--- src/sv/pbac_pkg.sv ---
package pbac_pkg;

  localparam int RULE_IDX_W = 6;
  localparam int ID_W       = 32;
  localparam int PORT_W     = 16;
  localparam int KIND_W     = 2;
  localparam int CFG_IDX_W  = 1;
  localparam int CFG_DATA_W = 16;

  localparam logic [PORT_W-1:0] PORT_LIMIT_RST  = 16'd1023;
  localparam logic              PRIV_EXEMPT_RST = 1'b1;

  typedef enum logic [1:0] {
    ACT_WRITE = 2'd0,
    ACT_ADD   = 2'd1,
    ACT_CHECK = 2'd2
  } action_t;

  typedef enum logic [1:0] {
    VERDICT_ALLOW   = 2'd0,
    VERDICT_DENY    = 2'd1,
    VERDICT_BADADDR = 2'd2
  } verdict_t;

  localparam logic [KIND_W-1:0] KIND_TCP   = 2'd0;
  localparam logic [KIND_W-1:0] KIND_UDP   = 2'd1;
  localparam logic [KIND_W-1:0] KIND_OTHER = 2'd2;

  localparam logic [CFG_IDX_W-1:0] CFG_PORT_LIMIT  = 1'b0;
  localparam logic [CFG_IDX_W-1:0] CFG_PRIV_EXEMPT = 1'b1;

  typedef enum logic [2:0] {
    ST_CLEAR,
    ST_IDLE,
    ST_SCAN,
    ST_WAIT,
    ST_DONE
  } state_t;

  typedef struct packed {
    logic              valid;
    logic              is_group;
    logic [ID_W-1:0]   id;
    logic              udp;
    logic [PORT_W-1:0] port;
  } rule_t;

  localparam int RULE_W = $bits(rule_t);

  typedef struct packed {
    logic accept_wr;
    logic accept_add;
    logic accept_chk;
    logic mem_clr;
    logic mem_rd;
    logic eval;
    logic finish;
  } cmd_t;

endpackage

--- src/sv/port_bind_acl_check.sv ---
// Port bind access check.
// Items enter through start/busy: a transfer happens at a clock edge where
// start is high and busy is low, with in_action selecting the operation.
// A rule write stores one table entry and an add appends one pending group;
// both complete in the transfer cycle, so busy stays low and another item
// may follow in the very next cycle. Neither produces a result.
// A check walks every rule slot, one slot per cycle through the registered
// read port of the rule memory, comparing all pending groups in parallel.
// Busy stays high through the walk and the ST_WAIT and ST_DONE states, and
// the verdict appears on out_verdict with out_valid high for one cycle right
// after busy falls. The walk through the single memory read port sets the
// length of the busy period. The check then empties the pending group list.
// The receiver cannot stall, so results never wait.
// After reset, the block sweeps every slot of the rule memory to invalidate
// it; busy is high during the sweep. Configuration
// writes through cfg_we/cfg_index/cfg_wdata are accepted at any time and
// take effect at once; they must only happen while the block is idle.
module port_bind_acl_check
  import pbac_pkg::*;
#(
  parameter int NUM_RULES  = 64,
  parameter int MAX_GROUPS = 16
) (
  input  logic                  clk,
  input  logic                  rst_n,
  input  logic                  start,
  output logic                  busy,
  input  logic [1:0]            in_action,
  input  logic [RULE_IDX_W-1:0] in_rule_index,
  input  logic                  in_rule_valid,
  input  logic                  in_rule_is_group,
  input  logic [ID_W-1:0]       in_ident,
  input  logic [ID_W-1:0]       in_primary_group,
  input  logic [KIND_W-1:0]     in_proto_kind,
  input  logic [PORT_W-1:0]     in_port_number,
  input  logic                  in_privileged,
  input  logic                  in_domain_is_inet,
  input  logic                  in_addr_is_inet,
  output logic                  out_valid,
  output logic [1:0]            out_verdict,
  input  logic                  cfg_we,
  input  logic [CFG_IDX_W-1:0]  cfg_index,
  input  logic [CFG_DATA_W-1:0] cfg_wdata
);

  localparam int RULE_AW = (NUM_RULES > 1) ? $clog2(NUM_RULES) : 1;

  // Commands from the sequencer to the datapath, plus the slot address
  // used both by the reset sweep and by the rule walk.
  cmd_t               cmd;
  logic [RULE_AW-1:0] addr;

  pbac_ctrl #(
    .NUM_RULES (NUM_RULES),
    .RULE_AW   (RULE_AW)
  ) u_ctrl (
    .clk       (clk),
    .rst_n     (rst_n),
    .start     (start),
    .in_action (in_action),
    .busy      (busy),
    .cmd       (cmd),
    .addr      (addr)
  );

  pbac_dp #(
    .NUM_RULES  (NUM_RULES),
    .MAX_GROUPS (MAX_GROUPS),
    .RULE_AW    (RULE_AW)
  ) u_dp (
    .clk               (clk),
    .rst_n             (rst_n),
    .cmd               (cmd),
    .addr              (addr),
    .in_rule_index     (in_rule_index),
    .in_rule_valid     (in_rule_valid),
    .in_rule_is_group  (in_rule_is_group),
    .in_ident          (in_ident),
    .in_primary_group  (in_primary_group),
    .in_proto_kind     (in_proto_kind),
    .in_port_number    (in_port_number),
    .in_privileged     (in_privileged),
    .in_domain_is_inet (in_domain_is_inet),
    .in_addr_is_inet   (in_addr_is_inet),
    .cfg_we            (cfg_we),
    .cfg_index         (cfg_index),
    .cfg_wdata         (cfg_wdata),
    .out_valid         (out_valid),
    .out_verdict       (out_verdict)
  );

endmodule

--- src/sv/pbac_ram.sv ---
module pbac_ram #(
  parameter int WIDTH = 8,
  parameter int DEPTH = 16,
  parameter int AW    = (DEPTH > 1) ? $clog2(DEPTH) : 1
) (
  input  logic             clk,
  input  logic             we,
  input  logic [AW-1:0]    waddr,
  input  logic [WIDTH-1:0] wdata,
  input  logic             re,
  input  logic [AW-1:0]    raddr,
  output logic [WIDTH-1:0] rdata
);

  logic [WIDTH-1:0] mem [DEPTH];
  logic [WIDTH-1:0] rdata_r;

  always_ff @(posedge clk) begin
    if (we) begin
      mem[waddr] <= wdata;
    end
    if (re) begin
      rdata_r <= mem[raddr];
    end
  end

  assign rdata = rdata_r;

endmodule

--- src/sv/pbac_ctrl.sv ---
module pbac_ctrl
  import pbac_pkg::*;
#(
  parameter int NUM_RULES = 64,
  parameter int RULE_AW   = (NUM_RULES > 1) ? $clog2(NUM_RULES) : 1
) (
  input  logic               clk,
  input  logic               rst_n,
  input  logic               start,
  input  logic [1:0]         in_action,
  output logic               busy,
  output cmd_t               cmd,
  output logic [RULE_AW-1:0] addr
);

  localparam logic [RULE_AW-1:0] LAST = RULE_AW'(NUM_RULES - 1);

  state_t             state_r, state_nxt;
  logic [RULE_AW-1:0] cnt_r, cnt_nxt;
  logic               eval_r;
  logic               accept;

  always_ff @(posedge clk) begin
    if (!rst_n) begin
      state_r <= ST_CLEAR;
      cnt_r   <= '0;
      eval_r  <= 1'b0;
    end else begin
      state_r <= state_nxt;
      cnt_r   <= cnt_nxt;
      eval_r  <= cmd.mem_rd;
    end
  end

  always_comb begin
    state_nxt = state_r;
    cnt_nxt   = cnt_r;
    cmd       = '0;
    cmd.eval  = eval_r;
    accept    = 1'b0;
    unique case (state_r)
      ST_CLEAR: begin
        cmd.mem_clr = 1'b1;
        if (cnt_r == LAST) begin
          cnt_nxt   = '0;
          state_nxt = ST_IDLE;
        end else begin
          cnt_nxt = cnt_r + 1'b1;
        end
      end
      ST_IDLE: begin
        accept = start;
        if (accept) begin
          case (in_action)
            ACT_WRITE: cmd.accept_wr  = 1'b1;
            ACT_ADD:   cmd.accept_add = 1'b1;
            ACT_CHECK: begin
              cmd.accept_chk = 1'b1;
              cnt_nxt        = '0;
              state_nxt      = ST_SCAN;
            end
            default: ;
          endcase
        end
      end
      ST_SCAN: begin
        cmd.mem_rd = 1'b1;
        if (cnt_r == LAST) begin
          cnt_nxt   = '0;
          state_nxt = ST_WAIT;
        end else begin
          cnt_nxt = cnt_r + 1'b1;
        end
      end
      ST_WAIT: begin
        state_nxt = ST_DONE;
      end
      ST_DONE: begin
        cmd.finish = 1'b1;
        state_nxt  = ST_IDLE;
      end
      default: state_nxt = ST_IDLE;
    endcase
  end

  assign busy = (state_r != ST_IDLE);
  assign addr = cnt_r;

endmodule

--- src/sv/pbac_dp.sv ---
module pbac_dp
  import pbac_pkg::*;
#(
  parameter int NUM_RULES  = 64,
  parameter int MAX_GROUPS = 16,
  parameter int RULE_AW    = (NUM_RULES > 1) ? $clog2(NUM_RULES) : 1
) (
  input  logic                  clk,
  input  logic                  rst_n,
  input  cmd_t                  cmd,
  input  logic [RULE_AW-1:0]    addr,
  input  logic [RULE_IDX_W-1:0] in_rule_index,
  input  logic                  in_rule_valid,
  input  logic                  in_rule_is_group,
  input  logic [ID_W-1:0]       in_ident,
  input  logic [ID_W-1:0]       in_primary_group,
  input  logic [KIND_W-1:0]     in_proto_kind,
  input  logic [PORT_W-1:0]     in_port_number,
  input  logic                  in_privileged,
  input  logic                  in_domain_is_inet,
  input  logic                  in_addr_is_inet,
  input  logic                  cfg_we,
  input  logic [CFG_IDX_W-1:0]  cfg_index,
  input  logic [CFG_DATA_W-1:0] cfg_wdata,
  output logic                  out_valid,
  output logic [1:0]            out_verdict
);

  localparam int GC_W = $clog2(MAX_GROUPS + 1);
  localparam int GI_W = (MAX_GROUPS > 1) ? $clog2(MAX_GROUPS) : 1;

  // Configuration registers.
  logic [PORT_W-1:0] port_limit_r;
  logic              exempt_r;

  always_ff @(posedge clk) begin
    if (!rst_n) begin
      port_limit_r <= PORT_LIMIT_RST;
      exempt_r     <= PRIV_EXEMPT_RST;
    end else if (cfg_we) begin
      unique case (cfg_index)
        CFG_PORT_LIMIT:  port_limit_r <= cfg_wdata[PORT_W-1:0];
        CFG_PRIV_EXEMPT: exempt_r     <= cfg_wdata[0];
        default: ;
      endcase
    end
  end

  // Rule table memory; the clear sweep writes all-zero entries.
  logic               idx_ok;
  logic               mem_we;
  logic [RULE_AW-1:0] mem_waddr;
  rule_t              mem_wdata;
  rule_t              rule;
  logic [RULE_W-1:0]  mem_rdata;

  assign idx_ok = (32'(in_rule_index) < 32'(NUM_RULES));
  assign mem_we = cmd.mem_clr | (cmd.accept_wr & idx_ok);
  assign mem_waddr = cmd.mem_clr ? addr : RULE_AW'(in_rule_index);

  always_comb begin
    mem_wdata          = '0;
    if (!cmd.mem_clr) begin
      mem_wdata.valid    = in_rule_valid;
      mem_wdata.is_group = in_rule_is_group;
      mem_wdata.id       = in_ident;
      mem_wdata.udp      = in_proto_kind[0];
      mem_wdata.port     = in_port_number;
    end
  end

  pbac_ram #(
    .WIDTH (RULE_W),
    .DEPTH (NUM_RULES),
    .AW    (RULE_AW)
  ) u_rules (
    .clk   (clk),
    .we    (mem_we),
    .waddr (mem_waddr),
    .wdata (mem_wdata),
    .re    (cmd.mem_rd),
    .raddr (addr),
    .rdata (mem_rdata)
  );

  assign rule = rule_t'(mem_rdata);

  // Pending supplementary groups.
  logic [ID_W-1:0] grp_r [MAX_GROUPS];
  logic [GC_W-1:0] grp_cnt_r;

  always_ff @(posedge clk) begin
    if (!rst_n) begin
      grp_cnt_r <= '0;
    end else if (cmd.finish) begin
      grp_cnt_r <= '0;
    end else if (cmd.accept_add && (grp_cnt_r < GC_W'(MAX_GROUPS))) begin
      grp_cnt_r <= grp_cnt_r + 1'b1;
    end
  end

  always_ff @(posedge clk) begin
    if (cmd.accept_add && (grp_cnt_r < GC_W'(MAX_GROUPS))) begin
      grp_r[grp_cnt_r[GI_W-1:0]] <= in_ident;
    end
  end

  // Latched request of the check in progress.
  logic [ID_W-1:0]   uid_r, pgid_r;
  logic [PORT_W-1:0] port_r;
  logic              udp_r, dom_r, other_r, addr_r, above_r, priv_r;
  logic              hit_r;

  always_ff @(posedge clk) begin
    if (cmd.accept_chk) begin
      uid_r   <= in_ident;
      pgid_r  <= in_primary_group;
      port_r  <= in_port_number;
      udp_r   <= (in_proto_kind == KIND_UDP);
      other_r <= (in_proto_kind > KIND_UDP);
      dom_r   <= in_domain_is_inet;
      addr_r  <= in_addr_is_inet;
      above_r <= (in_port_number > port_limit_r);
      priv_r  <= in_privileged;
    end
  end

  // Match of the entry read back this cycle.
  logic grp_hit;
  logic match;

  always_comb begin
    grp_hit = 1'b0;
    for (int i = 0; i < MAX_GROUPS; i++) begin
      if ((GC_W'(i) < grp_cnt_r) && (grp_r[i] == rule.id)) begin
        grp_hit = 1'b1;
      end
    end
  end

  assign match = rule.valid && (rule.udp == udp_r) && (rule.port == port_r) &&
                 (rule.is_group ? ((rule.id == pgid_r) || grp_hit)
                                : (rule.id == uid_r));

  always_ff @(posedge clk) begin
    if (!rst_n) begin
      hit_r <= 1'b0;
    end else if (cmd.accept_chk) begin
      hit_r <= 1'b0;
    end else if (cmd.eval && match) begin
      hit_r <= 1'b1;
    end
  end

  // Final decision, in the order the checks are specified.
  verdict_t verdict;
  verdict_t verdict_r;
  logic     out_valid_r;

  always_comb begin
    priority if (!dom_r)            verdict = VERDICT_ALLOW;
    else if (other_r)               verdict = VERDICT_ALLOW;
    else if (!addr_r)               verdict = VERDICT_BADADDR;
    else if (above_r)               verdict = VERDICT_ALLOW;
    else if (hit_r)                 verdict = VERDICT_ALLOW;
    else if (exempt_r && priv_r)    verdict = VERDICT_ALLOW;
    else                            verdict = VERDICT_DENY;
  end

  always_ff @(posedge clk) begin
    if (!rst_n) begin
      out_valid_r <= 1'b0;
    end else begin
      out_valid_r <= cmd.finish;
    end
  end

  always_ff @(posedge clk) begin
    if (cmd.finish) begin
      verdict_r <= verdict;
    end
  end

  assign out_valid   = out_valid_r;
  assign out_verdict = verdict_r;

endmodule

--- config.mk ---
export PLATFORM = sky130hd
export DESIGN_NAME = port_bind_acl_check
export DESIGN_NICKNAME = d
export VERILOG_FILES = /design/src/sv/pbac_pkg.sv /design/src/sv/port_bind_acl_check.sv /design/src/sv/pbac_ram.sv /design/src/sv/pbac_ctrl.sv /design/src/sv/pbac_dp.sv
export SDC_FILE = /design/constraint.sdc
export NUM_CORES = 2
export LEC_CHECK = 0
export BUFFER_PORTS_ARGS = -buffer_cell sky130_fd_sc_hd__buf_2
export CAP_MARGIN = 10
export CORE_MARGIN = 2
export CORE_UTILIZATION = 23
export DETAILED_ROUTE_END_ITERATION = 8
export PLACE_DENSITY_LB_ADDON = 0.15
export SYNTH_ARGS = -nofsm -noshare
export SYNTH_HDL_FRONTEND = slang
export SYNTH_SLANG_ARGS = --single-unit
--- constraint.sdc ---
create_clock -name clk -period 8.4 [get_ports clk]
set_input_delay 0.84 -clock clk [delete_from_list [all_inputs] [get_ports clk]]
set_output_delay 0.84 -clock clk [all_outputs]
set_load 0.02 [all_outputs]
**Word-level counts from Yosys, hierarchy flattened**

Memory sizes are Yosys's and may differ from the RTL's. A register that Yosys moved wholly into a read port is not among the register bits.
Index checks and enable logic that the tools add are counted.

- Register bits: 122
- Memory bits (writable): 3776
- Word-level logic and storage cells: 159
- Memories: 2

Memory list:

| memory | depth | bits a word | read ports | clocked after Yosys merged registers in | wr ports | line | text |
|---|---|---|---|---|---|---|---|
| u_dp.u_rules.mem | 64 | 51 | 1 | 1 | 1 | pbac_ram.sv:15 | `logic [WIDTH-1:0] mem [DEPTH];` |
| u_dp.grp_r | 16 | 32 | 16 | 0 | 1 | pbac_dp.sv:89 | `logic [ID_W-1:0] grp_r [MAX_GROUPS];` |

- $add $sub $neg: 2
- Magnitude comparators: 19
- Equality and inequality tests: 33
- Muxes and demuxes: 44
- Bitwise operators: 5
- Reduce and logical (&&, ||, !) cells: 35

Operator list:

| cell | number |
|---|---|
| $eq 32x32->1 | 18 |
| $mux 51 | 1 |
| $lt 4x5->1 const A | 8 |
| $mux 1 | 28 |
| $mux 6 | 4 |
| $logic_and 1x1->1 | 22 |
| $lt 3x5->1 const A | 4 |
| $mux 3 | 6 |
| $eq 16x16->1 | 1 |
| $gt 16x16->1 | 1 |
| $pmux 3 s4 | 1 |
| $pmux 6 s2 | 1 |
| $lt 1x5->1 const A | 2 |
| $lt 2x5->1 const A | 2 |
| $reduce_or 2->1 | 4 |
| $add 6x1->6 const B | 1 |
| $eq 3x2->1 const B | 2 |
| $eq 6x6->1 const B | 1 |
| $mux 2 | 3 |
| $add 5x1->5 const B | 1 |
| $lt 5x5->1 const B | 1 |
| $reduce_or 5->1 | 1 |
| $eq 2x1->1 const B | 2 |
| $ne 2x1->1 const B | 2 |
| other kinds (16) | 21 |

**Longest topological paths before layout**

An unclocked memory read counts as a cell.

- Depth after elaboration: 23
- Mapped depth: 9

**Cells and area by module**

From an unflattened synthesis, not the netlist that was laid out.

- Cell total of the unflattened synthesis: 6994
- Area total of the unflattened synthesis: 152567.6 um^2

Modules (own cells, without submodules):

| module | instances | cells each | area each (um^2) | sequential area each (um^2) |
|---|---|---|---|---|
| pbac_ram | 1 | 5186 | 125130.0 | 99545.5 |
| pbac_dp | 1 | 1744 | 26872.0 | 18497.7 |
| pbac_ctrl | 1 | 64 | 565.5 | 200.2 |

**Worst setup path before layout**

No wires, ideal clock.

- Kind: register to register
- Start point: reg u_ctrl.state_r[2]
- End point: reg u_dp.u_rules.rdata_r[0] (netlist: u_dp.u_rules.rdata[0]) (read register of u_dp.u_rules.mem), enable pin
- Arrival time: 4.311 ns
- Data required time: 7.864 ns
- Path slack: 3.553 ns
- Stages on the path, launching flop included: 3
- Buffers on the path: 1
- Cells stage by stage: dfxtp_1 -> clkbuf_1 -> nor3b_1

RTL lines:

| item | line | text |
|---|---|---|
| start, declared | pbac_ctrl.sv:18 | `state_t state_r, state_nxt;` |
| start signal, assigned | pbac_ctrl.sv:29 | `state_r <= state_nxt;` |
| end, declared | pbac_ram.sv:16 | `logic [WIDTH-1:0] rdata_r;` |

**Worst setup path after layout**

- Start point: reg u_ctrl.state_r[0]
- End point: mem u_dp.u_rules.mem[46][32] (netlist bit), enable pin

- Word-level cells in the longest chain between the ends: 5

RTL lines:

| item | line | text |
|---|---|---|
| $eq 3x1->1 or $logic_not 3->1 (tied branches) | pbac_ctrl.sv:41 | `unique case (state_r)` |
| $mux 3 or $mux 1 (tied branches) | pbac_ctrl.sv:41 |  |
| $or 1x1->1 | pbac_dp.sv:58 | `assign mem_we = cmd.mem_clr \| (cmd.accept_wr & idx_ok);` |
| $mux 1 | pbac_ram.sv:19 | `if (we) begin` |
| $mux 1 (not written as such) | pbac_ram.sv:20 | `mem[waddr] <= wdata;` |
| end, declared | pbac_ram.sv:15 |  |

Several ways; a longest one is shown, not always the timed one.

==> results.txt <==
Reg2reg setup slack: 3410 ps
Adder-Cell Fraction of Synth Area: 0.00172
Final Hold Viols: 0
Post-CTS Setup Inserts: 0
Synth Area in XOR/XNOR: 0.0345
Initial Utilization: 0.230
Synth top area cells: edfxtp_1 77%, mux4_2 16%, xnor2_1 2.5%
PD cells: 235 mW/mm^2
CTS Buf Count: 432
Vert. Die Dim: 818 um
CTS hold repair buffers: 60
Setup crit end kind: register
Initial antenna violation count: 54
Cell count after synthesis: 6,525
Total number of vias: 71.1k
Die area: 0.669 mm^2
CTS clk-pin slew, worst paths: 60 ps
Yosys Warn Count: 0
Max-slew headroom: 0.127
Data required time of the critical path: 8990 ps
Most frequent cell after synthesis: edfxtp_1
1st-iter DRT viols: 7,192
Congestion Overflow GR: 0
Clock power share: 0.436
Mean Syn Cell Area: 23.4 um^2
Largest family of logic cells by synthesized area: multiplexers
Final min period: 4990 ps
Root Driver: clkbuf_16
Placed wire-length estimate: 284 mm
Final slew viol count: 0
Hold Path Origin: in_port_number[5]
Die Wd: 818 um
Number of routed nets with antenna violations: 0
Setup WS post-layout: 3410 ps
Outcome: completed
Compound-Gate Fraction of Synth Area: 0.00286
Final RePlAce weighted congestion: 0.752
Non-Filler Instances: 16.2k
Worst-Margin Slew: 1310 ps
Biggest area consumer among synthesized cells: edfxtp_1
Clock skew: 118 ps
Sink Count: 3,949
Io pins: 120
Nets: 7,210
Arr. time, crit path: 5580 ps
Worst Path Class, Setup: reg -> reg
FF-to-FF Start: u_ctrl.state_r[0]
CP max-delay cell: nor2_4
Post-route clock period utilization: 0.594
Worst Hold Endpoint: u_dp.port_r[5]
Placement Cell Area: 0.166 mm^2
Drt pass-1 iters: 5
Comb power frac: 0.054
Most instantiated cells after synthesis: 3,915 x edfxtp_1, 1,071 x mux4_2, 436 x xnor2_1
Max Cap Viol: 0
Switching share of power: 0.222
Largest net degree at the start of global routing: 140
Buf/Inv on CP: 1
Port Buffers: 119
Mux cell area share after synthesis: 0.159
Ys flop type: edfxtp_1
Post-synth EDFFs: 3,915
Min-delay worst type: in -> reg
Post-DR vias/cell: 4.40
Post-CTS resize count: 0
Maximum clock insertion buffer count: 4
Post-synthesis cell area: 0.152 mm^2
Worst vdd ir: 0.000199 V
Reg-to-Reg End: u_dp.u_rules.mem[46][32]
Syn nets: 6,662
Fin area: 0.180 mm^2
Worst skew pair latency: 1040 ps
Fillcell total: 65.2k
DP Cell Count: 15.3k
GRT Total Usage: 0.146
Hold path cells: 1
DRC errors left: 0
DRT Wirelength: 502 mm
Critical Path, Cell by Cell: nor3b_1 -> nand3b_1 -> nor2_1 -> nor2_1 -> nor2_1 -> nand2_1 -> nor2_4 -> buf_4
Net Switching: 9400 uW
Largest stage delay, worst path: 1110 ps
Wire length per cell: 31.0 um
Layout cells sized above 1: 0.293
CTS tree: done
H-tree depth: 5
RSZ-0062 raised after global routing: false
Seq/Total Area, Yosys: 0.776
Worst r2r path cells: 8
Vias in the first global route: 74.0k
Fmax achieved: 0.201 GHz
Area grow syn2layout: 18.0%
Static Leak: 0.0539 uW
Setup Slack @ Placement: 3470 ps
Async SR Flop Fraction: 0
Synth unique cells: 50
Startpoint types: register
First-pass GRT wire length: 674 mm
Row count: 299
Setup TNS: 0 ps
Seq pwr share: 0.510
Setup violations, final: 0
Core area: 0.661 mm^2
Synth Area in Simple Gates: 0.0164
Post-synth top area share: 0.771
Cell family with most CP delay: simple AND/OR/NAND/NOR gates
Crit-path most repeated cell: nor2_1
Yosys reg bits: 3,949
Cell Int Power: 32,900 uW
Critical-path maximum fanout: 31
[worst max-delay path by stage]
stage	startpoint	end	cells past startpoint
6_report	u_ctrl.state_r[0]	u_dp.u_rules.mem[46][32]	8
2_1_floorplan	u_ctrl.state_r[2]	u_dp.u_rules.rdata[0]	2
3_3_place_gp	u_ctrl.state_r[0]	u_dp.u_rules.mem[44][37]	8
4_1_cts	u_ctrl.state_r[0]	u_dp.u_rules.mem[46][39]	8
5_1_grt	u_ctrl.state_r[0]	u_dp.u_rules.mem[45][32]	8
3_5_place_dp	u_ctrl.state_r[0]	u_dp.u_rules.mem[45][32]	8
[through the flow]
stage                     hold WS [ps]  power [uW]  utilization
after floorplan                    440       23300            -
after global placement             461       24300        0.250
after detailed placement           463       24300        0.250
after CTS                         29.0       42900        0.272
after global routing              70.0       43700        0.272
final                              140       42300        0.272
[state kept, by name, summed over array words and instances (netlist names), 5 cells and up]
| name | count |
|---|---|
| u_dp.uid_r | 32 |
| u_dp.port_limit_r | 16 |
| u_dp.grp_cnt_r | 5 |
| u_dp.pgid_r | 32 |
| u_dp.grp_r | 512 |
| u_dp.u_rules.mem | 3264 |
| u_dp.port_r | 16 |
| u_dp.u_rules.rdata | 51 |
| u_ctrl.addr | 6 |
[layout by cell type (no fill, tap or decap), types with 28 or more instances in the layout]
cell           synthesis  layout
buf_2                 99     119
buf_4                 21     246
clkbuf_1             164     108
clkbuf_16              0     440
clkinv_1               0     106
clkinv_2               0      83
dfxtp_1               34      28
dlygate4sd3_1          0      60
edfxtp_1            3915    3915
mux4_2              1071    1071
nand2_1               63      63
nand4_1              118     118
nor2_4                 0      77
nor2b_4                0      49
nor4_1                64      64
xnor2_1              436     436
xor2_1               164     164
[worst register-to-register path: stages, from the launching register on]
cell and delay (ps):
dfxtp_1 560, nor3b_1 530, nand3b_1 470, nor2_1 260, nor2_1 120, nor2_1 250, nand2_1 500, nor2_4 1120
buf_4 650
[power groups by stage]
stage / sequential, uW / clock [uW] / combinational [uW]
final: 21500 / 18400 / 2290
after global routing: 21500 / 19700 / 2410
after CTS: 21500 / 19000 / 2390
after detailed placement: 22000 / 0 / 2360
after global placement: 22000 / 0 / 2370
after floorplan: 21900 / 0 / 1320
[cell families after synthesis]
logic type / after synthesis
AO/OA/AOI/OAI: 65
flip-flops: 3949
buffers and inverters: 346
multiplexers: 1077
AND/OR/NAND/NOR: 467
XOR/XNOR: 600
adder cells (fa/ha/maj): 21
[routing by layer]
layer / global-route usage / share of wire
met1: 0.203 / 0.45
met4: 0.0316 / 0.022
met3: 0.0170 / 0.042
met2: 0.247 / 0.49
met5: 0 / 0.000026
[final cells by class]
cell class,count,area [um^2],share of cell area
sequential,3949,118000,0.658
multi-input combinational,2230,33600,0.187
clock buffer,548,11400,0.0635
tap,8729,10900,0.0607
timing repair buffer,440,3340,0.0186
clock inverter,251,2140,0.0119
inverter,20,77.6,0.000431
antenna,13,32.5,0.000181
No activity file was read; power rests on OpenSTA's default activity.
